==> config.mk <==
export PLATFORM = sky130hd
export DESIGN_NAME = wapt_ctrl
export DESIGN_NICKNAME = d
export VERILOG_FILES = /design/src/sv/wapt_pkg.sv /design/src/sv/wapt_ctrl.sv
export SDC_FILE = /design/constraint.sdc
export NUM_CORES = 1
export LEC_CHECK = 0
export BUFFER_PORTS_ARGS = -buffer_cell sky130_fd_sc_hd__buf_2
export CAP_MARGIN = 20
export CORE_AREA = 8 8 45 47
export DETAILED_ROUTE_END_ITERATION = 6
export DIE_AREA = 0 0 53 55
export GPL_TIMING_DRIVEN = 0
export HOLD_SLACK_MARGIN = 0.05
export PLACE_DENSITY = 0.4
export SYNTH_ARGS = -nofsm -noshare
export SYNTH_HDL_FRONTEND = slang
export SYNTH_SLANG_ARGS = --single-unit
==> constraint.sdc <==
create_clock -name aclk -period 1.03 [get_ports aclk]
set_input_delay 0.103 -clock aclk [delete_from_list [all_inputs] [get_ports aclk]]
set_output_delay 0.103 -clock aclk [all_outputs]
set_load 0.01 [all_outputs]
==> src/sv/wapt_pkg.sv <==
package wapt_pkg;

    // fixed field widths
    localparam int SAMPLE_W  = 16;
    localparam int MEAN_W    = 24;
    localparam int COUNT_W   = 9;
    localparam int LEVEL_W   = 9;
    localparam int CFG_W     = 16;
    localparam int CFG_IDX_W = 1;
    localparam int FRAC_W    = 8;

    // register indexes
    localparam logic [CFG_IDX_W-1:0] REG_LOW_BOUND  = 1'b0;
    localparam logic [CFG_IDX_W-1:0] REG_HIGH_BOUND = 1'b1;

    // register reset values
    localparam logic signed [SAMPLE_W-1:0] LOW_BOUND_RST  = 16'sd0;
    localparam logic signed [SAMPLE_W-1:0] HIGH_BOUND_RST = 16'sd32767;

    // op codes
    localparam logic OP_PUSH  = 1'b0;
    localparam logic OP_CLEAR = 1'b1;

    // level of a sample at or above the top of the range
    localparam logic [LEVEL_W-1:0] LEVEL_FULL = 9'd256;

    typedef struct packed {
        logic                       op;
        logic signed [SAMPLE_W-1:0] sample;
    } in_item_t;

    typedef struct packed {
        logic signed [SAMPLE_W-1:0] newest;
        logic signed [MEAN_W-1:0]   mean_q8;
        logic signed [SAMPLE_W-1:0] peak;
        logic [COUNT_W-1:0]         count;
        logic [LEVEL_W-1:0]         level;
        logic                       above_mark;
    } out_item_t;

    // controller to datapath
    typedef struct packed {
        logic take;
        logic scan_init;
        logic scan_rd;
        logic lvl_take;
        logic mean_start;
        logic publish;
    } ctrl_cmd_t;

    // datapath to controller
    typedef struct packed {
        logic empty;
        logic scan_last;
        logic div_busy;
        logic out_free;
    } ctrl_sts_t;

endpackage

==> src/sv/wapt_ctrl.sv <==
module wapt_ctrl import wapt_pkg::*; (
    input  logic      aclk,
    input  logic      aresetn,
    input  logic      s_valid,
    output logic      s_ready,
    input  ctrl_sts_t sts,
    output ctrl_cmd_t cmd
);

    typedef enum logic [2:0] {
        ST_IDLE,
        ST_PREP,
        ST_SCAN,
        ST_SCAN_END,
        ST_LVL_WAIT,
        ST_MEAN_WAIT,
        ST_PUBLISH
    } state_t;

    state_t state_reg;
    state_t state_next;

    // next state and commands
    always_comb begin
        state_next = state_reg;
        cmd        = '0;
        s_ready    = 1'b0;
        case (state_reg)
            ST_IDLE: begin
                s_ready  = 1'b1;
                cmd.take = s_valid;
                if (s_valid) begin
                    state_next = ST_PREP;
                end
            end
            ST_PREP: begin
                if (sts.empty) begin
                    state_next = ST_PUBLISH;
                end else begin
                    cmd.scan_init = 1'b1;
                    state_next    = ST_SCAN;
                end
            end
            ST_SCAN: begin
                cmd.scan_rd = 1'b1;
                if (sts.scan_last) begin
                    state_next = ST_SCAN_END;
                end
            end
            ST_SCAN_END: begin
                state_next = ST_LVL_WAIT;
            end
            ST_LVL_WAIT: begin
                if (!sts.div_busy) begin
                    cmd.lvl_take   = 1'b1;
                    cmd.mean_start = 1'b1;
                    state_next     = ST_MEAN_WAIT;
                end
            end
            ST_MEAN_WAIT: begin
                if (!sts.div_busy) begin
                    state_next = ST_PUBLISH;
                end
            end
            ST_PUBLISH: begin
                if (sts.out_free) begin
                    cmd.publish = 1'b1;
                    state_next  = ST_IDLE;
                end
            end
            default: begin
                state_next = ST_IDLE;
            end
        endcase
    end

    // state register
    always_ff @(posedge aclk) begin
        if (!aresetn) begin
            state_reg <= ST_IDLE;
        end else begin
            state_reg <= state_next;
        end
    end

endmodule
==> flow_summary.ini, run 1 <==
[cells_and_area]
layout-drive-gt1-share = 0.673
final_core_util = 0.342
fillers = 157
seq_area_um2 = 62.6
antenna_cells = 0
largest_reg_flops = 3
fin_nets = 60
multi_input_area_um2 = 188
area_delta_synth_final_pct = 80.0

[cts]
insertion_delay_ns = 0.23
htreeDepth = 1
cts.sinks = 3
cts_buffers = 3
root_buffer = clkbuf_4
cts_hold_buffers = 0
ctsLongestPathBuffers = 2
cts_tree = yes
clk_pin_slew_ns = 0.04

[floorplan]
io-pin-count = 14
die_w_um = 53
start_util = 0.190
num_rows = 14
core_area_um2 = 1380
die_h_um = 55
die_area_um2 = 2920

[sta]
clock.fmax_ghz = 0.796
maxSlewViolCount = 0
slew_headroom = 0.861
fin_crit_ns = 1.26
period_share = 1.22
setup_viol_count_final = 9
rsz0062_at_grt = yes
fin_skew_ns = 0.00530
worst_pin_slew_ns = 0.208
setup_slack_ns = -0.227
hold_violations = 0

[placed_design]
port_buffers = 13
gp_congestion = 0.683
place_ws_ns = -0.0760

[outcome]
violations = setup timing
status = finished, violations left

[run]
drv_cap = 0

[global_route]
grt_usage = 0.0535
grt_max_degree = 10
overflow = 0
grt_pass1_vias = 285
grt_pass1_wl_mm = 1.12
antenna_found_initial = 0

[critical_path]
start_kind = flip-flop
path_class = reg2out
critPathMaxFanout = 8
worstPathArrival_ns = 1.15
required_ns = 0.93
end_kind = output port

[power_and_ir_drop]
power.density_nw_per_um2 = 1690
p_leak_nw = 0.209
ir_drop_mv = 0.478

[detailed_routing]
drtIter0Drc = 2
wl_per_cell_um = 10.8
drt_wl_total_um = 732
via_count = 280
ant_nets = 0
drc = 0
avgViaCountPerCell = 4.12
first_pass_iters = 2

[synthesis]
synth_warnings = 0
synth.distinct_cells = 20
syn-num-nets = 36
syn-cell-area_um2 = 263
syn-mean-instance-area_um2 = 9.06
ys_ff_latch = 3
synthCells = 29
ys_seq_area_frac = 0.229

[worst_hold_path]
min_path_type = in2reg
## critical path, cell delays in order (launching register included)
cell,delay [ns]
dfxtp_2,0.31
buf_8,0.13
nand2b_4,0.15
nor3_4,0.13
buf_6,0.11
buf_6,0.09
## layout by cell type (no fill, tap or decap), types with 2 or more instances in the layout
master	instances
clkbuf_4	3
inv_1	2
o21ai_0	2
buf_4	5
buf_6	5
buf_2	12
nand2_1	2
xnor2_1	2
dfxtp_2	2
## path summary, 6_finish.rpt
check,startpoint,to,slack (ns),depth (start not counted)
max,state_reg[0]$_SDFFE_PN0P_,cmd[2],-0.23,5
min,aresetn,state_reg[0]$_SDFFE_PN0P_,0.14,3
max reg2reg,state_reg[1]$_SDFFE_PN0P_,state_reg[1]$_SDFFE_PN0P_,-0.06,5
min reg2reg,state_reg[2]$_SDFFE_PN0P_,state_reg[1]$_SDFFE_PN0P_,0.59,2
## cells in the mapped netlist
| master | instances | area [µm²] |
|---|---|---|
| nor3_1 | 2 | 10.0 |
| or2_1 | 1 | 6.26 |
| clkbuf_8 | 1 | 13.8 |
| nand3b_1 | 1 | 7.51 |
| xnor2_1 | 2 | 17.5 |
| a21oi_2 | 2 | 17.5 |
| buf_4 | 2 | 15.0 |
| nand2_1 | 2 | 7.51 |
| dfxtp_1 | 3 | 60.1 |
| nor2_1 | 1 | 3.75 |
| nor4b_1 | 1 | 8.76 |
| nand2b_1 | 1 | 6.26 |
| a21oi_1 | 1 | 5.00 |
| nor4b_4 | 1 | 23.8 |
| nor3b_4 | 1 | 18.8 |
| buf_6 | 1 | 11.3 |
| a211oi_1 | 1 | 7.51 |
| o21ai_0 | 2 | 10.0 |
| o21ai_1 | 1 | 5.00 |
| inv_1 | 2 | 7.51 |
## area by class of cell
cell class / count / share of cell area
timing repair buffer: 19 / 0.254
clock buffer: 4 / 0.0556
sequential: 3 / 0.132
multi-input combinational: 20 / 0.397
inverter: 2 / 0.0159
tap: 16 / 0.0423
buffer: 4 / 0.103
## routing by layer
layer,routed length (µm),global-route usage
met1,296,0.0591
met4,0,0.0388
met3,49,0.0214
met2,386,0.0820
met5,0,0
## cells by family after synthesis
family	count (synthesis)	share of synthesized area
compound gates	7	0.171
xor+xnor	2	0.0667
buf+inv	6	0.181
flops	3	0.229
simple gates	11	0.352
## power by group
part / internal [mW] / leakage [nW] / switching, mW
clock network: 0.145 / 0.0150 / 0.0608
registers: 0.142 / 0.0254 / 0.0162
logic: 0.244 / 0.169 / 0.191
## what timing repair did
item                                    in CTS  in global routing
endpoints found under the setup margin       7                  9
buffers inserted                             3                  3
pin swaps                                    3                  2
resized for setup                            3                  4
hold endpoints to repair                     0                  0
gates cloned                                 0                  0
## per-stage QoR
step                      instances  hold WS [ns]  instance area [µm²]  power, mW  TNS, ns
after floorplan                  29         0.233                  292      0.411  -0.0146
after global placement           58         0.382                  377      0.493  -0.0942
after detailed placement         58         0.368                  377      0.493   -0.120
after CTS                        65         0.127                  437      0.750    -1.46
after global routing             68         0.155                  473      0.861    -1.84
final                            68         0.141                  473      0.799    -1.29
Note: power is estimated with default switching activity, not from simulation.
==> run 2, diff against run 1 <==
--- a/config.mk
+++ b/config.mk
@@ -12,6 +12,7 @@
 export DIE_AREA = 0 0 53 55
 export GPL_TIMING_DRIVEN = 0
 export HOLD_SLACK_MARGIN = 0.05
+export MAX_ROUTING_LAYER = met4
 export PLACE_DENSITY = 0.4
 export SYNTH_ARGS = -nofsm -noshare
 export SYNTH_HDL_FRONTEND = slang
==> run 2 against run 1 <==
Net effect: setup slack hardly changed; largest power group unchanged; clock-buffer cell count stayed put; wire length stayed put; power hardly changed; critical path type unchanged; register-to-register slack hardly changed; sequential cell count stayed put; combinational power hardly changed; first-iteration DRC count stayed put; fmax hardly changed; sequential power hardly changed; the run still ends with setup timing left; critical path depth stayed put.
==> flow_summary.ini, run 2 (synthesis gave the netlist of run 1 again) <==
[cells_and_area]
final_area_um2 = 473
final_cell_mix = buf_2 (12), buf_6 (5), buf_4 (5), clkbuf_4 (3)
fin_cells = 68
final_common_cell = buf_2
fin_nets = 60
fillers = 157
largest_reg_flops = 3
antenna_cells = 0
layout-drive-gt1-share = 0.673
area_delta_synth_final_pct = 80.0

[detailed_routing]
avgViaCountPerCell = 4.12
first_pass_iters = 2
drc = 0
ant_nets = 0
drtIter0Drc = 2
via_count = 280
wl_per_cell_um = 10.8
drt_wl_total_um = 732

[run]
drv_cap = 0

[worst_hold_path]
whs_endpoint = state_reg[0]$_SDFFE_PN0P_
min_from = aresetn
min_path_type = in2reg
whs_path_depth = 3

[global_route]
grt_max_degree = 10
grt_pass1_wl_mm = 1.12
grt_pass1_vias = 285
grt_usage = 0.0551
overflow = 0
antenna_found_initial = 0

[cts]
root_buffer = clkbuf_4
cts_buffers = 3
clk_pin_slew_ns = 0.04
htreeDepth = 1
cts.sinks = 3
insertion_delay_ns = 0.23
ctsLongestPathBuffers = 2
cts_tree = yes

[critical_path]
end_kind = output port
path_delay_family = buffers and inverters
crit_top_cell = buf_6
worstPathArrival_ns = 1.15
slowest_delay_ns = 0.31
rrSetupSlack_ns = -0.06
cp_slowest_cell = dfxtp_2
worstReg2RegStart = state_reg[1]$_SDFFE_PN0P_
path_class = reg2out
critPathMaxFanout = 8
reg2reg_depth = 5
start_kind = flip-flop
cp_cell_sequence = buf_8 > nand2b_4 > nor3_4 > buf_6 > buf_6
r2r-end = state_reg[1]$_SDFFE_PN0P_
required_ns = 0.93
crit_buf_inv = 3

[sta]
setup_viol_count_final = 9
period_share = 1.22
fin_skew_ns = 0.00530
maxSlewViolCount = 0
slew_headroom = 0.861
fin_crit_ns = 1.26
fin_worst_hold_slack_ns = 0.141
hold_violations = 0
worst_pin_slew_ns = 0.208
rsz0062_at_grt = yes
clock.fmax_ghz = 0.796
setup_slack_ns = -0.227
finalSetupTns_ns = -1.29

[power_and_ir_drop]
p_leak_nw = 0.209
power_frac_comb = 0.545
power_switching_uw = 268
intPower_uw = 531
total_power_uw = 799
pwr-share-clk = 0.258
p_seq_frac = 0.198
power.density_nw_per_um2 = 1690
swShare = 0.335
ir_drop_mv = 0.478

[placed_design]
place_area_um2 = 377
dp.cells = 58
port_buffers = 13
gp_congestion = 0.690

[floorplan]
die_w_um = 53
io-pin-count = 14
num_rows = 14
die_area_um2 = 2920
start_util = 0.190
die_h_um = 55
core_area_um2 = 1380

[outcome]
violations = setup timing
status = finished, violations left
run 2: cell type report:
| class | instances | area [µm²] | share of cell area |
|---|---|---|---|
| Buffer | 4 | 48.8 | 0.103 |
| Sequential cell | 3 | 62.6 | 0.132 |
| Timing Repair Buffer | 19 | 120 | 0.254 |
| Clock buffer | 4 | 26.3 | 0.0556 |
| Inverter | 2 | 7.51 | 0.0159 |
| Tap cell | 16 | 20.0 | 0.0423 |
| Multi-Input combinational cell | 20 | 188 | 0.397 |
run 2: metrics by stage:
step	worst slack [ns]	utilization
after floorplan	-0.0146	-
after global placement	-0.0748	0.272
after detailed placement	-0.0760	0.272
after CTS	-0.250	0.316
after global routing	-0.278	0.342
final	-0.227	0.342
run 2: worst max path at each step:
| stage | from | end | slack (ns) | depth (start not counted) |
|---|---|---|---|---|
| 3_5_place_dp | state_reg[0]$_SDFFE_PN0P_ | cmd[2] | -0.08 | 5 |
| 6_report | state_reg[0]$_SDFFE_PN0P_ | cmd[2] | -0.23 | 5 |
| 4_1_cts | state_reg[0]$_SDFFE_PN0P_ | cmd[2] | -0.25 | 5 |
| 2_1_floorplan | state_reg[0]$_SDFFE_PN0P_ | cmd[2] | -0.01 | 4 |
| 3_3_place_gp | state_reg[0]$_SDFFE_PN0P_ | cmd[2] | -0.07 | 5 |
| 5_1_grt | state_reg[0]$_SDFFE_PN0P_ | cmd[2] | -0.28 | 5 |
run 2: what timing repair did:
action,CTS,global route
gates resized for setup,3,4
hold buffers,0,0
endpoints found under the setup margin,7,9
pin swaps,3,2
setup buffers,3,3
run 2: power groups by stage:
stage | sequential (mW) | clock [mW] | combinational, mW
2_1_floorplan | 0.152 | 0 | 0.259
5_1_grt | 0.160 | 0.228 | 0.473
3_5_place_dp | 0.153 | 0 | 0.340
4_1_cts | 0.155 | 0.214 | 0.382
3_3_place_gp | 0.154 | 0 | 0.340
6_report | 0.158 | 0.206 | 0.435
run 2: worst register-to-register path, stage by stage (launching register included):
cell and delay [ns]:
dfxtp_2 0.33, buf_6 0.14, buf_4 0.13, buf_6 0.11
xnor2_1 0.11, a211oi_1 0.19
run 2: per-layer routing:
metal,GRT usage,up-vias,routed length [µm]
li1,-,144,-
met1,0.0621,127,310
met2,0.0820,9,386
met3,0.0160,0,35
met4,0.0388,0,0
met5,-,-,0
